===== src/rtl/hurl_pkg.sv =====
`default_nettype none

package hurl_pkg;

  localparam int unsigned OFFS_W = 11;
  localparam int unsigned CNT_W  = OFFS_W + 1;

  localparam logic [1:0] CFG_PAYLOAD_OFFSET   = 2'd0;
  localparam logic [1:0] CFG_MIN_FRAME_LENGTH = 2'd1;
  localparam logic [1:0] CFG_URL_LIMIT        = 2'd2;

  localparam logic [7:0]  PAYLOAD_OFFSET_RST   = 8'd56;
  localparam logic [7:0]  MIN_FRAME_LENGTH_RST = 8'd54;
  localparam logic [11:0] URL_LIMIT_RST        = 12'd1024;

  localparam logic [7:0] ETH_TYPE_HI = 8'h08;
  localparam logic [7:0] ETH_TYPE_LO = 8'h00;
  localparam logic [7:0] IP_PROTO_TCP = 8'h06;
  localparam logic [OFFS_W-1:0] ETH_TYPE_HI_OFFS = 11'd14;
  localparam logic [OFFS_W-1:0] ETH_TYPE_LO_OFFS = 11'd15;
  localparam logic [OFFS_W-1:0] IP_PROTO_OFFS    = 11'd25;

  localparam logic [23:0] PAT_GET  = 24'h474554;
  localparam logic [31:0] PAT_POST = 32'h504F5354;
  localparam logic [15:0] PAT_CRLF = 16'h0D0A;
  localparam logic [31:0] PAT_CRLFCRLF = 32'h0D0A0D0A;
  localparam logic [7:0]  CHAR_H = 8'h48;
  localparam logic [2:0]  HOST_PAT_LEN = 3'd5;

  localparam logic [12:0] URL_PREFIX_LEN = 13'd7;
  localparam logic [OFFS_W-1:0] VERSION_SUFFIX_LEN = 11'd9;

  typedef enum logic [1:0] {
    METH_NONE = 2'd0,
    METH_GET  = 2'd1,
    METH_POST = 2'd2
  } method_t;

  typedef enum logic [1:0] {
    ST_NOT_TCP  = 2'd0,
    ST_NOT_HTTP = 2'd1,
    ST_NO_HOST  = 2'd2,
    ST_URL      = 2'd3
  } status_t;

  typedef struct packed {
    logic [CNT_W-1:0]  byte_count;
    logic              eth_hi;
    logic              eth_lo;
    logic              proto;
    logic              host_end_found;
    logic              uri_end_found;
    logic              hdr_end_found;
    method_t           method;
    logic [OFFS_W-1:0] host_start;
    logic [OFFS_W-1:0] host_end;
    logic [OFFS_W-1:0] host_len;
    logic [OFFS_W-1:0] uri_line_end;
    logic [OFFS_W-1:0] uri_len;
    logic [OFFS_W-1:0] header_end;
  } summary_t;

  typedef struct packed {
    status_t           status;
    method_t           method;
    logic [OFFS_W-1:0] host_offset;
    logic [OFFS_W-1:0] host_length;
    logic [OFFS_W-1:0] uri_offset;
    logic [OFFS_W-1:0] uri_length;
    logic              uri_dropped;
    logic [11:0]       url_length;
  } result_t;

  function automatic logic [7:0] host_pat_byte(input logic [2:0] idx);
    logic [7:0] ch;
    case (idx)
      3'd0:    ch = 8'h48;
      3'd1:    ch = 8'h6F;
      3'd2:    ch = 8'h73;
      3'd3:    ch = 8'h74;
      3'd4:    ch = 8'h3A;
      default: ch = 8'h00;
    endcase
    return ch;
  endfunction

  function automatic logic [OFFS_W-1:0] uri_start(input logic [7:0] payload_offset,
                                                  input method_t method);
    logic [OFFS_W-1:0] base;
    base = {3'b000, payload_offset};
    return (method == METH_GET) ? base + 11'd4 : base + 11'd5;
  endfunction

endpackage

`default_nettype wire


===== src/rtl/hurl_tracker.sv =====
`default_nettype none

module hurl_tracker (
  input  wire logic                 clk,
  input  wire logic                 rst_n,
  input  wire logic                 in_valid,
  output logic                      in_ready,
  input  wire logic [7:0]           data_byte,
  input  wire logic                 last_byte,
  input  wire logic [7:0]           payload_offset,
  input  wire logic                 snap_take,
  output logic                      snap_valid,
  output hurl_pkg::summary_t        snap
);

  logic [hurl_pkg::CNT_W-1:0]  cnt_r, cnt_nxt;
  logic [31:0]                 recent_r, recent_nxt;
  logic                        eth_hi_r, eth_hi_nxt;
  logic                        eth_lo_r, eth_lo_nxt;
  logic                        proto_r, proto_nxt;
  logic                        host_f_r, host_f_nxt;
  logic                        host_end_f_r, host_end_f_nxt;
  logic                        uri_end_f_r, uri_end_f_nxt;
  logic                        hdr_f_r, hdr_f_nxt;
  hurl_pkg::method_t           method_r, method_nxt;
  logic [2:0]                  match_r, match_nxt;
  logic [hurl_pkg::CNT_W-1:0]  host_start_r, host_start_nxt;
  logic [hurl_pkg::OFFS_W-1:0] host_end_r, host_end_nxt;
  logic [hurl_pkg::OFFS_W-1:0] host_len_r, host_len_nxt;
  logic [hurl_pkg::OFFS_W-1:0] uri_end_r, uri_end_nxt;
  logic [hurl_pkg::OFFS_W-1:0] uri_len_r, uri_len_nxt;
  logic [hurl_pkg::OFFS_W-1:0] hdr_end_r, hdr_end_nxt;
  logic                        snap_valid_r;
  hurl_pkg::summary_t          snap_r, snap_nxt;

  logic                        accept;
  logic                        take;
  logic [hurl_pkg::OFFS_W-1:0] o;
  logic [hurl_pkg::OFFS_W-1:0] p_ext;
  logic [hurl_pkg::OFFS_W-1:0] cr;
  logic [hurl_pkg::OFFS_W-1:0] ustart;
  logic                        crlf;

  assign in_ready   = !snap_valid_r || snap_take;
  assign accept     = in_valid && in_ready;
  assign take       = accept && !cnt_r[hurl_pkg::CNT_W-1];
  assign o          = cnt_r[hurl_pkg::OFFS_W-1:0];
  assign p_ext      = {3'b000, payload_offset};
  assign cr         = o - 11'd1;
  assign ustart     = hurl_pkg::uri_start(payload_offset, method_r);
  assign snap_valid = snap_valid_r;
  assign snap       = snap_r;

  always_comb begin
    cnt_nxt        = cnt_r;
    recent_nxt     = recent_r;
    eth_hi_nxt     = eth_hi_r;
    eth_lo_nxt     = eth_lo_r;
    proto_nxt      = proto_r;
    host_f_nxt     = host_f_r;
    host_end_f_nxt = host_end_f_r;
    uri_end_f_nxt  = uri_end_f_r;
    hdr_f_nxt      = hdr_f_r;
    method_nxt     = method_r;
    match_nxt      = match_r;
    host_start_nxt = host_start_r;
    host_end_nxt   = host_end_r;
    host_len_nxt   = host_len_r;
    uri_end_nxt    = uri_end_r;
    uri_len_nxt    = uri_len_r;
    hdr_end_nxt    = hdr_end_r;
    crlf           = 1'b0;
    if (take) begin
      cnt_nxt    = cnt_r + 12'd1;
      recent_nxt = {recent_r[23:0], data_byte};
      if (o == hurl_pkg::ETH_TYPE_HI_OFFS && data_byte == hurl_pkg::ETH_TYPE_HI) begin
        eth_hi_nxt = 1'b1;
      end
      if (o == hurl_pkg::ETH_TYPE_LO_OFFS && data_byte == hurl_pkg::ETH_TYPE_LO) begin
        eth_lo_nxt = 1'b1;
      end
      if (o == hurl_pkg::IP_PROTO_OFFS && data_byte == hurl_pkg::IP_PROTO_TCP) begin
        proto_nxt = 1'b1;
      end
      if (o == p_ext + 11'd2 && recent_nxt[23:0] == hurl_pkg::PAT_GET) begin
        method_nxt = hurl_pkg::METH_GET;
      end
      if (o == p_ext + 11'd3 && method_r == hurl_pkg::METH_NONE &&
          recent_nxt == hurl_pkg::PAT_POST) begin
        method_nxt = hurl_pkg::METH_POST;
      end
      if (o >= p_ext && !host_f_r && !hdr_f_r) begin
        if (data_byte == hurl_pkg::host_pat_byte(match_r)) begin
          match_nxt = match_r + 3'd1;
        end else begin
          match_nxt = (data_byte == hurl_pkg::CHAR_H) ? 3'd1 : 3'd0;
        end
        if (match_nxt == hurl_pkg::HOST_PAT_LEN) begin
          host_f_nxt     = 1'b1;
          host_start_nxt = {1'b0, o} + 12'd2;
        end
      end
      crlf = (o != 11'd0) && (recent_nxt[15:0] == hurl_pkg::PAT_CRLF);
      if (crlf) begin
        if (host_f_r && !host_end_f_r && {1'b0, cr} >= host_start_r) begin
          host_end_f_nxt = 1'b1;
          host_end_nxt   = cr;
          host_len_nxt   = cr - host_start_r[hurl_pkg::OFFS_W-1:0];
        end
        if (method_nxt != hurl_pkg::METH_NONE && !uri_end_f_r && cr >= ustart) begin
          uri_end_f_nxt = 1'b1;
          uri_end_nxt   = cr;
          uri_len_nxt   = cr - ustart;
        end
      end
      if (o >= p_ext + 11'd3 && !hdr_f_r && recent_nxt == hurl_pkg::PAT_CRLFCRLF) begin
        hdr_f_nxt   = 1'b1;
        hdr_end_nxt = o - 11'd3;
      end
    end
  end

  always_comb begin
    snap_nxt.byte_count     = cnt_nxt;
    snap_nxt.eth_hi         = eth_hi_nxt;
    snap_nxt.eth_lo         = eth_lo_nxt;
    snap_nxt.proto          = proto_nxt;
    snap_nxt.host_end_found = host_end_f_nxt;
    snap_nxt.uri_end_found  = uri_end_f_nxt;
    snap_nxt.hdr_end_found  = hdr_f_nxt;
    snap_nxt.method         = method_nxt;
    snap_nxt.host_start     = host_start_nxt[hurl_pkg::OFFS_W-1:0];
    snap_nxt.host_end       = host_end_nxt;
    snap_nxt.host_len       = host_len_nxt;
    snap_nxt.uri_line_end   = uri_end_nxt;
    snap_nxt.uri_len        = uri_len_nxt;
    snap_nxt.header_end     = hdr_end_nxt;
  end

  always_ff @(posedge clk) begin
    if (!rst_n || (accept && last_byte)) begin
      cnt_r        <= '0;
      recent_r     <= '0;
      eth_hi_r     <= 1'b0;
      eth_lo_r     <= 1'b0;
      proto_r      <= 1'b0;
      host_f_r     <= 1'b0;
      host_end_f_r <= 1'b0;
      uri_end_f_r  <= 1'b0;
      hdr_f_r      <= 1'b0;
      method_r     <= hurl_pkg::METH_NONE;
      match_r      <= '0;
      host_start_r <= '0;
      host_end_r   <= '0;
      host_len_r   <= '0;
      uri_end_r    <= '0;
      uri_len_r    <= '0;
      hdr_end_r    <= '0;
    end else begin
      cnt_r        <= cnt_nxt;
      recent_r     <= recent_nxt;
      eth_hi_r     <= eth_hi_nxt;
      eth_lo_r     <= eth_lo_nxt;
      proto_r      <= proto_nxt;
      host_f_r     <= host_f_nxt;
      host_end_f_r <= host_end_f_nxt;
      uri_end_f_r  <= uri_end_f_nxt;
      hdr_f_r      <= hdr_f_nxt;
      method_r     <= method_nxt;
      match_r      <= match_nxt;
      host_start_r <= host_start_nxt;
      host_end_r   <= host_end_nxt;
      host_len_r   <= host_len_nxt;
      uri_end_r    <= uri_end_nxt;
      uri_len_r    <= uri_len_nxt;
      hdr_end_r    <= hdr_end_nxt;
    end
  end

  always_ff @(posedge clk) begin
    if (!rst_n) begin
      snap_valid_r <= 1'b0;
    end else if (accept && last_byte) begin
      snap_valid_r <= 1'b1;
    end else if (snap_take) begin
      snap_valid_r <= 1'b0;
    end
  end

  always_ff @(posedge clk) begin
    if (accept && last_byte) begin
      snap_r <= snap_nxt;
    end
  end

endmodule

`default_nettype wire


===== src/rtl/hurl_finish.sv =====
`default_nettype none

module hurl_finish (
  input  wire logic                clk,
  input  wire logic                rst_n,
  input  wire logic                snap_valid,
  input  hurl_pkg::summary_t       snap,
  output logic                     snap_take,
  input  wire logic [7:0]          payload_offset,
  input  wire logic [7:0]          min_frame_length,
  input  wire logic [11:0]         url_limit,
  output logic                     out_valid,
  input  wire logic                out_ready,
  output hurl_pkg::result_t        result
);

  logic                        out_valid_r;
  hurl_pkg::result_t           result_r, result_nxt;

  logic                        tcp;
  logic                        host_ok;
  logic [12:0]                 host_url;
  logic [12:0]                 limit_ext;
  logic [hurl_pkg::OFFS_W-1:0] line;
  logic [12:0]                 sum;
  logic                        drop;
  logic [hurl_pkg::OFFS_W-1:0] ulen;

  assign snap_take = snap_valid && (!out_valid_r || out_ready);
  assign out_valid = out_valid_r;
  assign result    = result_r;

  always_comb begin
    tcp = (snap.byte_count >= {4'b0000, min_frame_length}) &&
          snap.eth_hi && snap.eth_lo && snap.proto;
    limit_ext = {1'b0, url_limit};
    host_url  = {2'b00, snap.host_len} + hurl_pkg::URL_PREFIX_LEN;
    host_ok   = tcp && (snap.method != hurl_pkg::METH_NONE) && snap.hdr_end_found &&
                snap.host_end_found && (snap.host_end <= snap.header_end) &&
                (snap.host_len != '0) && (host_url <= limit_ext);
    line = (snap.uri_end_found && snap.uri_line_end <= snap.header_end) ?
           snap.uri_len : '0;
    sum  = {2'b00, snap.host_len} + {2'b00, line};
    drop = (line < hurl_pkg::VERSION_SUFFIX_LEN) || (sum > limit_ext + 13'd2);
    ulen = drop ? '0 : line - hurl_pkg::VERSION_SUFFIX_LEN;

    result_nxt = '0;
    if (tcp) begin
      result_nxt.method = snap.method;
      result_nxt.status = (snap.method == hurl_pkg::METH_NONE) ?
                          hurl_pkg::ST_NOT_HTTP : hurl_pkg::ST_NO_HOST;
    end else begin
      result_nxt.method = hurl_pkg::METH_NONE;
      result_nxt.status = hurl_pkg::ST_NOT_TCP;
    end
    if (host_ok) begin
      result_nxt.status      = hurl_pkg::ST_URL;
      result_nxt.host_offset = snap.host_start;
      result_nxt.host_length = snap.host_len;
      result_nxt.uri_offset  = hurl_pkg::uri_start(payload_offset, snap.method);
      result_nxt.uri_length  = ulen;
      result_nxt.uri_dropped = drop;
      result_nxt.url_length  = 12'(host_url + {2'b00, ulen});
    end
  end

  always_ff @(posedge clk) begin
    if (!rst_n) begin
      out_valid_r <= 1'b0;
    end else if (snap_take) begin
      out_valid_r <= 1'b1;
    end else if (out_ready) begin
      out_valid_r <= 1'b0;
    end
  end

  always_ff @(posedge clk) begin
    if (snap_take) begin
      result_r <= result_nxt;
    end
  end

endmodule

`default_nettype wire


===== src/rtl/http_request_url_locator_top.sv =====
// A frame's result is registered first in the frame summary register, then in the result register.
// Throughput: one byte per cycle unless stalled; the per-byte match update is a single stage.
// The frame summary register and the result register stall only when results are not taken.
// Reset (rst_n low, synchronous) clears the match state and both valid flags and loads the
// configuration registers with payload offset 56, minimum frame length 54 and URL limit 1024.
`default_nettype none

module http_request_url_locator_top (
  input  wire logic        clk,
  input  wire logic        rst_n,
  input  wire logic        in_tvalid,
  output logic             in_tready,
  input  wire logic [7:0]  in_tdata,   // data_byte
  input  wire logic        in_tlast,
  output logic             out_tvalid,
  input  wire logic        out_tready,
  output logic [63:0]      out_tdata,  // method, host_offset, host_length, uri_offset,
                                       // uri_length, uri_dropped, url_length, zero fill
  output logic [1:0]       out_tuser,  // status
  input  wire logic        cfg_valid,
  output logic             cfg_ready,
  input  wire logic [1:0]  cfg_index,
  input  wire logic [11:0] cfg_data
);

  logic [7:0]         payload_offset_r;
  logic [7:0]         min_frame_length_r;
  logic [11:0]        url_limit_r;
  logic               snap_valid;
  logic               snap_take;
  hurl_pkg::summary_t snap;
  hurl_pkg::result_t  result;

  assign cfg_ready = 1'b1;

  always_ff @(posedge clk) begin
    if (!rst_n) begin
      payload_offset_r   <= hurl_pkg::PAYLOAD_OFFSET_RST;
      min_frame_length_r <= hurl_pkg::MIN_FRAME_LENGTH_RST;
      url_limit_r        <= hurl_pkg::URL_LIMIT_RST;
    end else if (cfg_valid && cfg_ready) begin
      if (cfg_index == hurl_pkg::CFG_PAYLOAD_OFFSET) begin
        payload_offset_r <= cfg_data[7:0];
      end
      if (cfg_index == hurl_pkg::CFG_MIN_FRAME_LENGTH) begin
        min_frame_length_r <= cfg_data[7:0];
      end
      if (cfg_index == hurl_pkg::CFG_URL_LIMIT) begin
        url_limit_r <= cfg_data;
      end
    end
  end

  hurl_tracker u_tracker (
    .clk            (clk),
    .rst_n          (rst_n),
    .in_valid       (in_tvalid),
    .in_ready       (in_tready),
    .data_byte      (in_tdata),
    .last_byte      (in_tlast),
    .payload_offset (payload_offset_r),
    .snap_take      (snap_take),
    .snap_valid     (snap_valid),
    .snap           (snap)
  );

  hurl_finish u_finish (
    .clk              (clk),
    .rst_n            (rst_n),
    .snap_valid       (snap_valid),
    .snap             (snap),
    .snap_take        (snap_take),
    .payload_offset   (payload_offset_r),
    .min_frame_length (min_frame_length_r),
    .url_limit        (url_limit_r),
    .out_valid        (out_tvalid),
    .out_ready        (out_tready),
    .result           (result)
  );

  assign out_tuser = result.status;
  assign out_tdata = {5'b00000, result.url_length, result.uri_dropped, result.uri_length,
                      result.uri_offset, result.host_length, result.host_offset,
                      result.method};

endmodule

`default_nettype wire

===== config.mk =====
export PLATFORM = sky130hd
export DESIGN_NAME = http_request_url_locator_top
export DESIGN_NICKNAME = d
export VERILOG_FILES = /design/src/rtl/hurl_pkg.sv /design/src/rtl/hurl_tracker.sv /design/src/rtl/hurl_finish.sv /design/src/rtl/http_request_url_locator_top.sv
export SDC_FILE = /design/constraint.sdc
export NUM_CORES = 1
export LEC_CHECK = 0
export BUFFER_PORTS_ARGS = -buffer_cell sky130_fd_sc_hd__buf_2
export CORE_MARGIN = 2
export CORE_UTILIZATION = 35
export CTS_CLUSTER_SIZE = 40
export DETAILED_ROUTE_END_ITERATION = 10
export PLACE_DENSITY = 0.51
export RECOVER_POWER = 25
export SKIP_LAST_GASP = 1
export SYNTH_ARGS = -nofsm -noshare
export SYNTH_HDL_FRONTEND = slang
export SYNTH_SLANG_ARGS = --single-unit

===== constraint.sdc =====
create_clock -name clk -period 7.5 [get_ports clk]
set_input_delay 0.75 -clock clk [delete_from_list [all_inputs] [get_ports clk]]
set_output_delay 0.75 -clock clk [all_outputs]
set_load 0.05 [all_outputs]

==> flow_summary.toml <==
[setup_path]
crit_type = "register to register"
cp.required_ps = 7770
crit_slowest_cell = "a311oi_1"
cp_slowest_stage_delay_ps = 520
critPathLaunchType = "register"
reg2reg_slack_ps = 590
end_kind = "register"
worstPathArrival_ps = 7180
crit_fanout = 4

[clock_network]
insertion_delay_ps = 550
htreeDepth = 2
post_cts_buffers = 0
tritoncts = "built"
root_buffer = "clkbuf_16"
cts_buffer_depth = 3
path_clk_slew_ps = 60
cts.sinks = 290
cts_buffers = 36

[run]
maxCapViolCount = 2

[synth]
synthFlopType = "edfxtp_1"
synth_top_area_cell = "edfxtp_1"
synth-edff-count = 145
synth_area_um2 = 16600
synth_cell_type_count = 71
syn-instance-count = 1710
yosys-top-cells-area = "edfxtp_1 26%, dfxtp_1 18%, ha_1 10%"
synth_common_cells = "201 x nand2_1, 145 x dfxtp_1, 145 x edfxtp_1"
syn_area_per_cell_um2 = 9.69
async_reset_ff_share_pct = 0
yosysSeqAreaShare_pct = 43.8
synthMostInstantiatedCell = "nand2_1"
yosysTopAreaCellShare_pct = 26.3
synth.ff_latch_count = 290
synth_warnings = 0

[routing]
ant_nets = 0
drt_iter0_markers = 734
wl_per_cell_um = 18.5
wirelength_mm = 44.8
drc = 13
avgViaCountPerCell = 5.12
first_pass_iters = 10
vias = 12400

[die]
io_pins = 97
rows = 79
core_area_um2 = 46700
start_util_pct = 35.5
die_y_um = 222
chipWidth_um = 222
design.die.area_um2 = 49100

[sta]
relSlewSlack_pct = -131
worstMarginPinSlew_ps = 3470
fmax_ghz = 0.145
drv_slew = 77
rsz0062_at_grt = "no"
fin_skew_ps = 24.0
fin_crit_ps = 6910
final-hold-violation-count = 0
period_share_pct = 92.1
fin_tns_setup_ps = 0
setup_viol = 0

[grt]
antenna_found_initial = 2
grt_util_all_layers_pct = 18.2
grt_pass1_wl_mm = 70.0
grt_pass1_vias = 12400
grt_max_degree = 86
grt_overflow_total = 0

[run_status]
status = "finished with violations"
violations = "DRC, capacitance limit, slew limit"

[final_layout]
fin_nets = 1959
syn_to_final_growth_pct = 13.6
instances_no_fill = 2426
drive_gt1_share_pct = 11.7
n_antenna_cell = 0

[placed_design]
port_buffers = 88
dp.cells = 2360
dp_hpwl_mm = 33.4
gp_congestion = 0.880

[power]
p_per_area_nw_per_um2 = 210
p_leak_uw = 0.00744
ir_worst_vdd_uv = 125

[worst_hold_path]
min_path_type = "register to register"
[placed cells by master (no fill, tap or decap), types with 33 or more instances in the layout]
master / instances
a21oi_1: 93
and2_1: 54
buf_2: 56
clkbuf_1: 43
clkbuf_16: 38
dfxtp_1: 145
edfxtp_1: 145
ha_1: 136
inv_1: 104
mux2_2: 33
nand2_1: 200
nand3_1: 37
nor2_1: 130
nor2b_1: 39
nor3_1: 37
o21ai_0: 37
xnor2_1: 84
xor2_1: 34
[registers in the layout, indices dropped and copies added, names as in the netlist, 11 cells and up]
signal	flops
u_finish.result	59
u_tracker.cnt_r	12
u_tracker.snap	86
u_tracker.host_start_r	12
url_limit_r	12
u_tracker.uri_end_r	11
u_tracker.host_len_r	11
u_tracker.recent_r	24
u_tracker.host_end_r	11
u_tracker.hdr_end_r	11
u_tracker.uri_len_r	11
[report_power, final]
part,leakage [uW],switching (uW),internal [uW]
Sequential,0.00257,24.8,1690
Clock,0.000597,690,1090
Combinational,0.00427,300,162
[metrics by stage]
stage	util (%)	hold WS (ps)	setup WS, ps	power (uW)	instance area [um2]
after global placement	37.8	439	485	2210	17600
after floorplan	-	430	554	2070	16600
after global routing	40.4	459	6.99	4120	18800
after CTS	40.4	425	403	4000	18900
after detailed placement	37.8	445	421	2210	17600
final	40.4	449	589	3950	18800
[worst max-delay path, delay by kind of cell, from the launching register on]
| family | cells | cell delay [ps] |
|---|---|---|
| compound gates | 18 | 3790 |
| xor+xnor | 2 | 250 |
| fa+ha+maj | 4 | 1070 |
| buf+inv | 3 | 370 |
| flops | 1 | 350 |
| simple gates | 6 | 800 |
[worst paths after layout]
path	startpoint	end	depth (start not counted)
setup reg to reg	u_tracker.snap[2]$_DFFE_PP_	u_finish.result[11]$_SDFFCE_PN0P_	33
hold reg to reg	u_tracker.recent_r[21]$_SDFFE_PP0P_	u_tracker.recent_r[21]$_SDFFE_PP0P_	2
hold / removal	u_tracker.recent_r[21]$_SDFFE_PP0P_	u_tracker.recent_r[21]$_SDFFE_PP0P_	2
setup / recovery	u_tracker.snap[2]$_DFFE_PP_	u_finish.result[11]$_SDFFCE_PN0P_	33
[cells by family (layout without fill, tap and decap cells)]
logic type                 Yosys count  in the layout  synth area share (%)
and+or+nand+nor                    631            631                  18.9
DFF                                290            290                  43.8
AOI/OAI and AO/OA                  282            282                  11.3
buffers and inverters              182            285                  4.55
adders and majority gates          140            140                  10.7
xor gates and xnor gates           118            118                  6.24
muxes                               65             65                  4.42
other                                2              8                0.0453
[metal layers]
metal  global-route usage [%]  routed length (um)  vias up
li1                         -                   -     6179
met1                     23.7               20400     5886
met2                     30.2               20800      265
met3                     2.52                1800       88
met4                     8.15                1790        0
met5                        0                   0        -
[cell type report]
cell class                 count  area [um2]
fill                        4638       27800
multi-input combinational   1244        8620
inverter                     105         395
clock buffer                  52        1050
timing repair buffer         114         588
clock inverter                14         160
sequential                   290        7260
tap                          607         759
[repair_timing]
item                       CTS  global route
setup endpoints to repair    0             3
resized for setup            0             4
hold buffers                 0             0
Note: power is estimated with default switching activity, not from simulation.
